$ cat src/rtl/assert_macros.svh
// assertion macros used by the top-level rtl file
`ifndef ASSERT_MACROS_SVH
`define ASSERT_MACROS_SVH

// property that must hold at every rising clock edge outside reset
`define ASSERT_ALWAYS(label, clk, rst_n, prop, msg) \
	label: assert property (@(posedge clk) disable iff (!rst_n) (prop)) else $error(msg);

// antecedent in this cycle implies consequent in the next cycle
`define ASSERT_NEXT(label, clk, rst_n, ante, cons, msg) \
	label: assert property (@(posedge clk) disable iff (!rst_n) (ante) |=> (cons)) \
		else $error(msg);

`endif

$ cat src/rtl/fqm_pkg.sv
// shared types, constants and helpers of the queue with largest-value tracking
`default_nettype none
package fqm_pkg;
	localparam int DEPTH = 16;
	localparam int CNT_W = $clog2(DEPTH + 1);

	typedef logic [CNT_W-1:0] count_t;
	typedef logic signed [31:0] word_t;

	typedef enum logic [1:0] {
		ST_OK        = 2'd0,
		ST_EMPTY_REM = 2'd1,
		ST_FULL_INS  = 2'd2
	} status_t;

	typedef enum logic [1:0] {
		OP_HOLD,
		OP_INSERT,
		OP_REMOVE
	} cell_op_t;

	// broadcast from the control logic to every cell
	typedef struct packed {
		cell_op_t op;
		word_t    value;
		count_t   count;
	} cell_ctl_t;

	function automatic word_t max_of(input word_t a, input word_t b);
		return (a > b) ? a : b;
	endfunction
endpackage
`default_nettype wire

$ cat src/rtl/fqm_cell.sv
// one queue cell: an entry and the largest value from it to the newest entry
`default_nettype none
module fqm_cell (
	input  wire logic              clk,
	input  wire fqm_pkg::count_t   cell_index,
	input  wire fqm_pkg::cell_ctl_t ctl,
	input  wire fqm_pkg::word_t    next_value,
	input  wire fqm_pkg::word_t    next_smax,
	output fqm_pkg::word_t         value,
	output fqm_pkg::word_t         smax
);
	import fqm_pkg::*;

	word_t value_q;
	word_t smax_q;

	always_ff @(posedge clk) begin
		case (ctl.op)
			OP_INSERT: begin
				if (cell_index == ctl.count) begin
					value_q <= ctl.value;
					smax_q  <= ctl.value;
				end else if (cell_index < ctl.count) begin
					smax_q <= max_of(smax_q, ctl.value);
				end
			end
			OP_REMOVE: begin
				// shift toward the oldest end
				value_q <= next_value;
				smax_q  <= next_smax;
			end
			default: begin
			end
		endcase
	end

	assign value = value_q;
	assign smax  = smax_q;
endmodule
`default_nettype wire

$ cat src/rtl/fifo_queue_with_max.sv
// top level of the bounded queue with largest-value tracking
//
//  channel | handshake          | payload
//  --------+--------------------+------------------------------------------
//  input   | in_valid/in_stall  | command, value
//  output  | out_valid/out_stall| status, entry_count, largest, is_empty
//
// one transaction in, one transaction out; a new input is taken every cycle unless in_stall is high
// the result is registered: it is captured in the output register when the input is accepted
// each accepted input makes a single update of the cell chain
// in_stall follows out_stall while a result is waiting in the output register
// reset clears the count and out_valid; cell contents are left as they are
// and only cells below the count are ever read
`default_nettype none
`include "assert_macros.svh"
module fifo_queue_with_max (
	input  wire logic        clk,
	input  wire logic        arst_n,
	input  wire logic        in_valid,
	output logic             in_stall,
	input  wire logic        command,
	input  wire logic signed [31:0] value,
	output logic             out_valid,
	input  wire logic        out_stall,
	output logic [1:0]       status,
	output logic [4:0]       entry_count,
	output logic signed [31:0] largest,
	output logic             is_empty
);
	import fqm_pkg::*;

	localparam count_t FULL_COUNT = count_t'(DEPTH);

	// held entry count (control state)
	count_t count_q;

	// output register
	logic    out_valid_q;
	status_t status_q;
	logic [4:0] entry_count_q;
	word_t   largest_q;
	logic    is_empty_q;

	// cell chain taps; the slot past the last cell feeds zeros on a shift
	word_t chain_value [DEPTH+1];
	word_t chain_smax  [DEPTH+1];

	cell_ctl_t ctl;
	logic      accept;
	logic      is_insert;
	count_t    next_count;
	status_t   next_status;
	word_t     next_largest;

	assign in_stall = out_valid_q && out_stall;
	assign accept   = in_valid && !in_stall;
	assign is_insert = (command == 1'b0);

	// decide the operation and the result of this transaction
	always_comb begin
		next_count   = count_q;
		next_status  = ST_OK;
		next_largest = '0;
		ctl.op       = OP_HOLD;
		ctl.value    = value;
		ctl.count    = count_q;
		if (is_insert) begin
			if (count_q == FULL_COUNT) begin
				next_status  = ST_FULL_INS;
				next_largest = chain_smax[0];
			end else begin
				ctl.op       = accept ? OP_INSERT : OP_HOLD;
				next_count   = count_q + count_t'(1);
				next_largest = (count_q == '0) ? value : max_of(chain_smax[0], value);
			end
		end else begin
			if (count_q == '0) begin
				next_status = ST_EMPTY_REM;
			end else begin
				ctl.op     = accept ? OP_REMOVE : OP_HOLD;
				next_count = count_q - count_t'(1);
				// the second-oldest cell already holds the largest of what remains
				next_largest = (count_q == count_t'(1)) ? '0 : chain_smax[1];
			end
		end
	end

	assign chain_value[DEPTH] = '0;
	assign chain_smax[DEPTH]  = '0;

	for (genvar i = 0; i < DEPTH; i++) begin : g_cell
		fqm_cell u_cell (
			.clk        (clk),
			.cell_index (count_t'(i)),
			.ctl        (ctl),
			.next_value (chain_value[i+1]),
			.next_smax  (chain_smax[i+1]),
			.value      (chain_value[i]),
			.smax       (chain_smax[i])
		);
	end

	always_ff @(posedge clk or negedge arst_n) begin
		if (!arst_n) begin
			count_q     <= '0;
			out_valid_q <= 1'b0;
		end else begin
			if (accept) begin
				count_q     <= next_count;
				out_valid_q <= 1'b1;
			end else if (!out_stall) begin
				out_valid_q <= 1'b0;
			end
		end
	end

	// result payload, no reset needed
	always_ff @(posedge clk) begin
		if (accept) begin
			status_q      <= next_status;
			entry_count_q <= 5'(next_count);
			largest_q     <= next_largest;
			is_empty_q    <= (next_count == '0);
		end
	end

	assign out_valid   = out_valid_q;
	assign status      = status_q;
	assign entry_count = entry_count_q;
	assign largest     = largest_q;
	assign is_empty    = is_empty_q;

	`ASSERT_ALWAYS(a_count_bound, clk, arst_n, count_q <= FULL_COUNT, "count above depth")
	`ASSERT_ALWAYS(a_empty_zero, clk, arst_n,
		!(out_valid_q && is_empty_q) || (largest_q == '0),
		"empty result with nonzero largest")
	`ASSERT_ALWAYS(a_head_max, clk, arst_n,
		(count_q == '0) || (chain_smax[0] >= chain_value[0]),
		"oldest entry above the largest")
	`ASSERT_NEXT(a_remove_empty, clk, arst_n,
		accept && !is_insert && (count_q == '0),
		(status_q == ST_EMPTY_REM) && (count_q == '0),
		"remove on empty not refused")
	`ASSERT_NEXT(a_insert_count, clk, arst_n,
		accept && is_insert && (count_q != FULL_COUNT),
		count_q == $past(count_q) + count_t'(1),
		"insert did not grow count")
endmodule
`default_nettype wire

$ cat config.mk
export PLATFORM = sky130hd
export DESIGN_NAME = fifo_queue_with_max
export DESIGN_NICKNAME = d
export VERILOG_FILES = /design/src/rtl/fqm_pkg.sv /design/src/rtl/fqm_cell.sv /design/src/rtl/fifo_queue_with_max.sv
export VERILOG_INCLUDE_DIRS = /design/src /design/src/rtl
export SDC_FILE = /design/constraint.sdc
export NUM_CORES = 1
export LEC_CHECK = 0
export BUFFER_PORTS_ARGS = -buffer_cell sky130_fd_sc_hd__buf_2
export CORE_MARGIN = 10
export CORE_UTILIZATION = 55
export CTS_CLUSTER_DIAMETER = 30
export CTS_CLUSTER_SIZE = 14
export DETAILED_ROUTE_END_ITERATION = 16
export GPL_TIMING_DRIVEN = 0
export MAX_ROUTING_LAYER = met4
export PLACE_DENSITY = 0.71
export SYNTH_ARGS = -nofsm -noshare
export SYNTH_HDL_FRONTEND = slang
export SYNTH_SLANG_ARGS = --single-unit
$ cat constraint.sdc
create_clock -name clk -period 11.4 [get_ports clk]
set_input_delay 1.71 -clock clk [delete_from_list [all_inputs] [get_ports clk]]
set_output_delay 1.71 -clock clk [all_outputs]
set_load 0.02 [all_outputs]
==> results of run 1 <==
## through the flow
step | setup WS (ns) | hold WS [ns] | total power (µW) | instances | utilization, %
6_report | 5.82 | 0.530 | 8710 | 3886 | 66.1
5_1_grt | 5.69 | 0.552 | 9080 | 3886 | 66.1
4_1_cts | 5.99 | 0.535 | 8700 | 3886 | 66.1
3_5_place_dp | 5.27 | 0.524 | 4940 | 3636 | 58.7
3_3_place_gp | 2.53 | 0.511 | 4770 | 3623 | 57.9
2_1_floorplan | 4.78 | 0.521 | 4260 | 2763 | -
## sequential cells by signal, summed over array words and instances, names as in the netlist
signal	flops
count_q	5
entry_count	5
g_cell.u_cell.smax	512
is_empty	1
largest	32
out_valid	1
status	2
## final timing paths
| path | to | slack, ns | from |
|---|---|---|---|
| worst min register to register | out_valid | 0.53 | out_valid |
| max in group asynchronous | count_q[0] | 10.34 | arst_n |
| worst max-delay path | g_cell[11].u_cell.smax[17] | 5.82 | count_q[1] |
| min in group asynchronous | out_valid | 0.86 | arst_n |
| worst max register to register | g_cell[11].u_cell.smax[17] | 5.82 | count_q[1] |
| worst min-delay path | out_valid | 0.53 | out_valid |
## worst max-delay path, stage by stage (launching register included)
cell and delay [ns]:
dfrtp_1 0.36, clkbuf_1 0.38, inv_1 0.18, ha_1 0.36, nor2b_1 0.23, and2_1 0.24
nand2b_1 0.21, nor2_2 0.74, buf_2 0.48, buf_1 0.78, a211oi_1 0.17, a221oi_4 0.90
buf_16 0.23
## cells by family (layout without fill, tap and decap cells)
logic type                 count (synthesis)  after routing  share of synthesized area, %
xor gates and xnor gates                   5              5                         0.130
muxes                                      5              5                         0.160
adders and majority gates                517            517                          19.2
AOI/OAI and AO/OA                        997            997                          21.1
DFF                                      558            558                          49.8
and+or+nand+nor                          464            464                          7.01
buffers and inverters                    217            558                          2.59
## per-layer routing
| metal | up-vias | wire [µm] |
|---|---|---|
| li1 | 11500 | - |
| met1 | 12400 | 36300 |
| met2 | 967 | 45200 |
| met3 | 268 | 5860 |
| met4 | 0 | 4040 |
| met5 | - | 0 |
## placed cells by master (no fill, tap or decap), types with 26 or more instances in the layout
cell type    n
nor2_1      99
buf_2      115
o21ai_0     64
nand2_1     90
clkbuf_1   102
nand4_1    102
a221o_1     33
a21oi_1    173
a211oi_1    28
ha_1       517
inv_1       97
clkbuf_16  146
nor2b_1     26
a21o_1     565
a222oi_1    32
edfxtp_1   552
nor3_1      59
## power by group
group | internal (µW) | switching [µW] | leakage, µW
logic | 751 | 1240 | 0.0110
clock network | 2550 | 1180 | 0.00217
registers | 2780 | 205 | 0.00527
total | 6080 | 2620 | 0.0185
## cell type report
| type | count | share of cell area, % |
|---|---|---|
| multi-input cells | 1988 | 40.6 |
| plain buffers | 118 | 1.25 |
| clock buffers | 175 | 9.41 |
| inverters | 99 | 0.933 |
| well taps | 782 | 2.45 |
| flip-flops and latches | 558 | 41.9 |
| repair buffers | 91 | 1.81 |
| clock inverters | 75 | 1.73 |
==> impl_metrics.csv, run 1 <==
group,metric,value,unit
synthesis,netlist_top_cells_area,"edfxtp_1 (49%), ha_1 (19%), a21o_1 (13%), a21oi_1 (2.6%), nand4_1 (1.9%)",
critical_path,critPathRequiredTime,11.79,ns
synthesis,synth_top_area_share,49.3,%
synthesis,ys_seq_area_share,49.8,%
die,die-height,267,µm
cells_and_area,regArea,0.0167,mm²
sta,period_needed,5.58,ns
sta,finalCritPeriodShare,49.0,%
grt,grt_max_degree,48,
critical_path,end_kind,"flip-flop",
grt,overflow,0,
cells_and_area,design_area,0.0400,mm²
cells_and_area,multi_input_area,0.0162,mm²
critical_path,crit_type,"reg2reg",
synthesis,synth_edf_count,552,
sta,fin_skew,0.0264,ns
cells_and_area,n_fill_cell,4426,
sta,worst_pin_slew,1.29,ns
power_and_ir_drop,pwr_density_cell,218,mW/mm²
sta,slew_violations,0,
placement,place.port_buffers,78,
sta,setup_viol,0,
cts,h-tree-depth,4,
synthesis,synth.distinct_cells,64,
status,outcome,"complete, no violations",
synthesis,yosysWarnings,0,
grt,grt.met3_usage,5.14,%
cts,cts_buffers,140,
synthesis,synth.top_cells.by_count,"a21o_1 (565), edfxtp_1 (552), ha_1 (517)",
grt,antenna_found_initial,1,
grt,grt_pass1_vias,26200,
synthesis,synth_area,0.0336,mm²
routing,first_iter_violations,2299,
sta,slew_headroom,12.1,%
placement,place_congestion,0.947,
grt,grt_pass1_wl,141000,µm
synthesis,yosysTopAreaCell,"edfxtp_1",
critical_path,worst_r2r_path_depth,12,
cts,clockRootBuffer,"clkbuf_16",
cells_and_area,drive_gt1_share,11.4,%
die,die_w,267,µm
critical_path,crit_arrival,5.97,ns
routing,drt-total-wl,91400,µm
grt,grt_busiest_layer,"met2",
routing,wire_per_inst,23.5,µm
die,core,0.0605,mm²
routing,viasPerCell,6.46,
placement,place_area,0.0355,mm²
die,dieArea,0.0714,mm²
hold_path,hold_path_depth,2,
routing,ant_nets,0,
grt,grt_usage,26.1,%
die,ioPinCount,79,
grt,grt_use_met2,44.4,%
cells_and_area,final_nets,3550,
power_and_ir_drop,vdd_drop_max,192,µV
cts,ctsLongestPathBuffers,3,
synthesis,synth_nets,3317,
power_and_ir_drop,p_leak,0.0185,µW
hold_path,hp-class,"reg2reg",
cells_and_area,area_growth_syn_to_layout,18.9,%
critical_path,cp-start-kind,"flip-flop",
cts,cts_hold_buf,0,
routing,vias,25100,
cts,ctsResizeCount,0,
cts,cts_tree,"yes",
sta,rsz0062_at_grt,"false",
synthesis,ys_ff_latch,558,
die,initial_core_util,55.6,%
run,drv_cap,0,
grt,use_met1,29.1,%
placement,dp_hpwl,69600,µm
cts,cts_sinks,558,
cts,clk_pin_slew_worst_paths,0.05,ns
synthesis,synthCells,2763,
synthesis,syn_avg_cell_area,12.2,µm²
sta,max_freq,179,MHz
cells_and_area,diodes,0,
cts,clock_latency,0.70,ns
synthesis,synth_ff_type,"edfxtp_1",
sta,hold_viol,0,
critical_path,path_max_fanout,17,
cts,post-cts-setup-buffer-count,0,
synthesis,yosysMostFrequentCell,"a21o_1",
die,row_count,90,
routing,dr.pass1.iters,6,
routing,post-route-drc-count,0,
synthesis,synthArstFlopShare,1.08,%
sta,tns,0,ns
Power figures use the tool's default switching activity.
==> run 2: changes to the inputs <==
==> constraint.sdc (replaced) <==
create_clock -name clk -period 5.55 [get_ports clk]
set_input_delay 0.8325 -clock clk [delete_from_list [all_inputs] [get_ports clk]]
set_output_delay 0.8325 -clock clk [all_outputs]
set_load 0.02 [all_outputs]
==> impl_metrics.csv, run 2 (same netlist as run 1, synthesis figures left out) <==
group,metric,value,unit
cts,ctsLongestPathBuffers,3,
die,die-height,267,µm
critical_path,r2r-start,"count_q[1]",
critical_path,crit_start,"count_q[1]",
critical_path,max_stage_delay,0.71,ns
sta,worst_pin_slew,1.20,ns
power_and_ir_drop,pwr_density_cell,460,mW/mm²
critical_path,crit_arrival,5.69,ns
critical_path,cp_cell_sequence,"clkbuf_1, inv_1, ha_1, nor2b_1, and2_1, nand2b_1, nor2_2, buf_2, clkbuf_1, o21ai_0, o22ai_4, buf_16",
grt,grt_pass1_wl,143000,µm
sta,fin_ws,0.271,ns
die,dieArea,0.0714,mm²
sta,max_freq,189,MHz
critical_path,rrSetupSlack,0.27,ns
hold_path,whs_endpoint,"out_valid",
power_and_ir_drop,p_switching,5560,µW
cts,cts_tree,"yes",
sta,finalCritPeriodShare,95.1,%
routing,wire_per_inst,24.0,µm
power_and_ir_drop,clkPwrFrac,44.7,%
cells_and_area,final_common_cell,"a21o_1",
sta,period_needed,5.28,ns
cells_and_area,mostFrequentLayoutCells,"a21o_1 (565), edfxtp_1 (552), ha_1 (517)",
critical_path,path_max_fanout,17,
grt,grt_pass1_vias,26500,
grt,grt_max_degree,48,
die,die_w,267,µm
routing,vias,25300,
power_and_ir_drop,internal-power,13000,µW
cts,cts_sinks,558,
power_and_ir_drop,power_frac_seq,33.0,%
placement,dp_hpwl,70200,µm
placement,place_congestion,0.918,
cells_and_area,area_growth_syn_to_layout,20.1,%
power_and_ir_drop,switching_share,30.0,%
sta,hold_viol,0,
run,drv_cap,0,
grt,antenna_found_initial,0,
routing,drt-total-wl,93300,µm
cells_and_area,diodes,0,
sta,slew_headroom,20.2,%
cts,clk_pin_slew_worst_paths,0.04,ns
routing,dr.pass1.iters,8,
routing,post-route-drc-count,0,
sta,rsz0062_at_grt,"false",
routing,viasPerCell,6.51,
cts,h-tree-depth,4,
critical_path,critPathBufInv,5,
die,initial_core_util,55.6,%
cts,clock_latency,0.72,ns
critical_path,worst_r2r_path_depth,12,
power_and_ir_drop,vdd_drop_max,353,µV
cells_and_area,largest_reg_flops,512,
power_and_ir_drop,p_comb_share,22.2,%
critical_path,r2r_end,"g_cell[13].u_cell.smax[18]",
cts,cts_buffers,139,
cells_and_area,drive_gt1_share,12.0,%
die,core,0.0605,mm²
status,outcome,"complete, no violations",
critical_path,critPathRequiredTime,5.96,ns
hold_path,hp-start,"in_valid",
power_and_ir_drop,p_leak,0.0187,µW
critical_path,cp-start-kind,"flip-flop",
placement,dp_slack,0.243,ns
hold_path,hold_path_depth,2,
critical_path,path_delay_family,"buffers and inverters",
critical_path,end_kind,"flip-flop",
die,row_count,90,
sta,slew_violations,0,
cells_and_area,final_nets,3552,
sta,hold_ws,0.346,ns
critical_path,crit_type,"reg2reg",
grt,grt_usage,26.5,%
critical_path,cpMaxStageDelayCell,"clkbuf_1",
hold_path,hp-class,"in2reg",
critical_path,crit_top_cell,"clkbuf_1",
sta,fin_skew,0.0209,ns
cts,clockRootBuffer,"clkbuf_16",
placement,place.port_buffers,78,
routing,ant_nets,0,
sta,setup_viol,0,
die,ioPinCount,79,
grt,overflow,0,
routing,first_iter_violations,2120,
-- run 2: cell count changes in the layout (fill, tap and decap cells not counted), moves of 2 or more --
cell        delta
clkbuf_1      -13
clkbuf_16      -5
clkinv_1       -2
inv_6          -2
clkinvlp_4     +3
bufinv_16     +13
clkinv_8       +7
clkinv_2       +2
-- run 2: stage by stage --
step | utilization (%) | setup TNS [ns] | cells | total power, µW | instance area [µm²]
after global placement | 57.9 | -584.56 | 3623 | 9830 | 35000
after global routing | 66.7 | 0 | 3892 | 19300 | 40400
after floorplan | - | 0 | 2763 | 8760 | 33600
after CTS | 66.7 | 0 | 3891 | 18500 | 40300
final | 66.7 | 0 | 3892 | 18600 | 40400
after detailed placement | 58.7 | 0 | 3637 | 10200 | 35500
-- run 2: power by group through the flow --
stage / Sequential [µW] / Combinational, µW / Clock (µW)
2_1_floorplan: 6160 / 2600 / 0
3_3_place_gp: 6200 / 3630 / 0
3_5_place_dp: 6170 / 4010 / 0
4_1_cts: 6110 / 4060 / 8340
5_1_grt: 6200 / 4510 / 8580
6_report: 6130 / 4130 / 8310
-- run 2: area by class of cell --
type / instances / area [µm²]
buffer: 118 / 507
clock buffer: 157 / 3590
clock inverter: 96 / 1210
fill: 4330 / 20100
inverter: 99 / 373
multi-input combinational: 1988 / 16200
sequential: 558 / 16700
tap: 782 / 978
timing repair buffer: 94 / 768
-- run 2: how the worst max path moves through the flow --
stage,slack (ns),cells after the start,end
detailed placement,0.24,12,g_cell[11].u_cell.smax[22]
floorplan,0.02,10,g_cell[11].u_cell.smax[0]
finish,0.27,12,g_cell[13].u_cell.smax[18]
global route,0.06,12,g_cell[13].u_cell.smax[17]
global placement,-2.55,7,g_cell[14].u_cell.smax[21]
CTS,0.26,12,g_cell[11].u_cell.smax[28]
-- run 2: metal layers --
layer	global-route usage, %	up-vias	part of all wire [%]
li1	-	11500	-
met1	29.0	12400	39
met2	44.8	1089	49
met3	5.22	310	6.9
met4	14.6	0	4.8
met5	-	-	0
-- run 2: timing repair --
| action | 4_1_cts | 5_1_grt |
|---|---|---|
| buffers inserted | 0 | 1 |
| endpoints found under the hold margin | 6 | 0 |
| endpoints found under the setup margin | 0 | 16 |
| resized for setup | 0 | 1 |
| hold buffers | 1 | 0 |
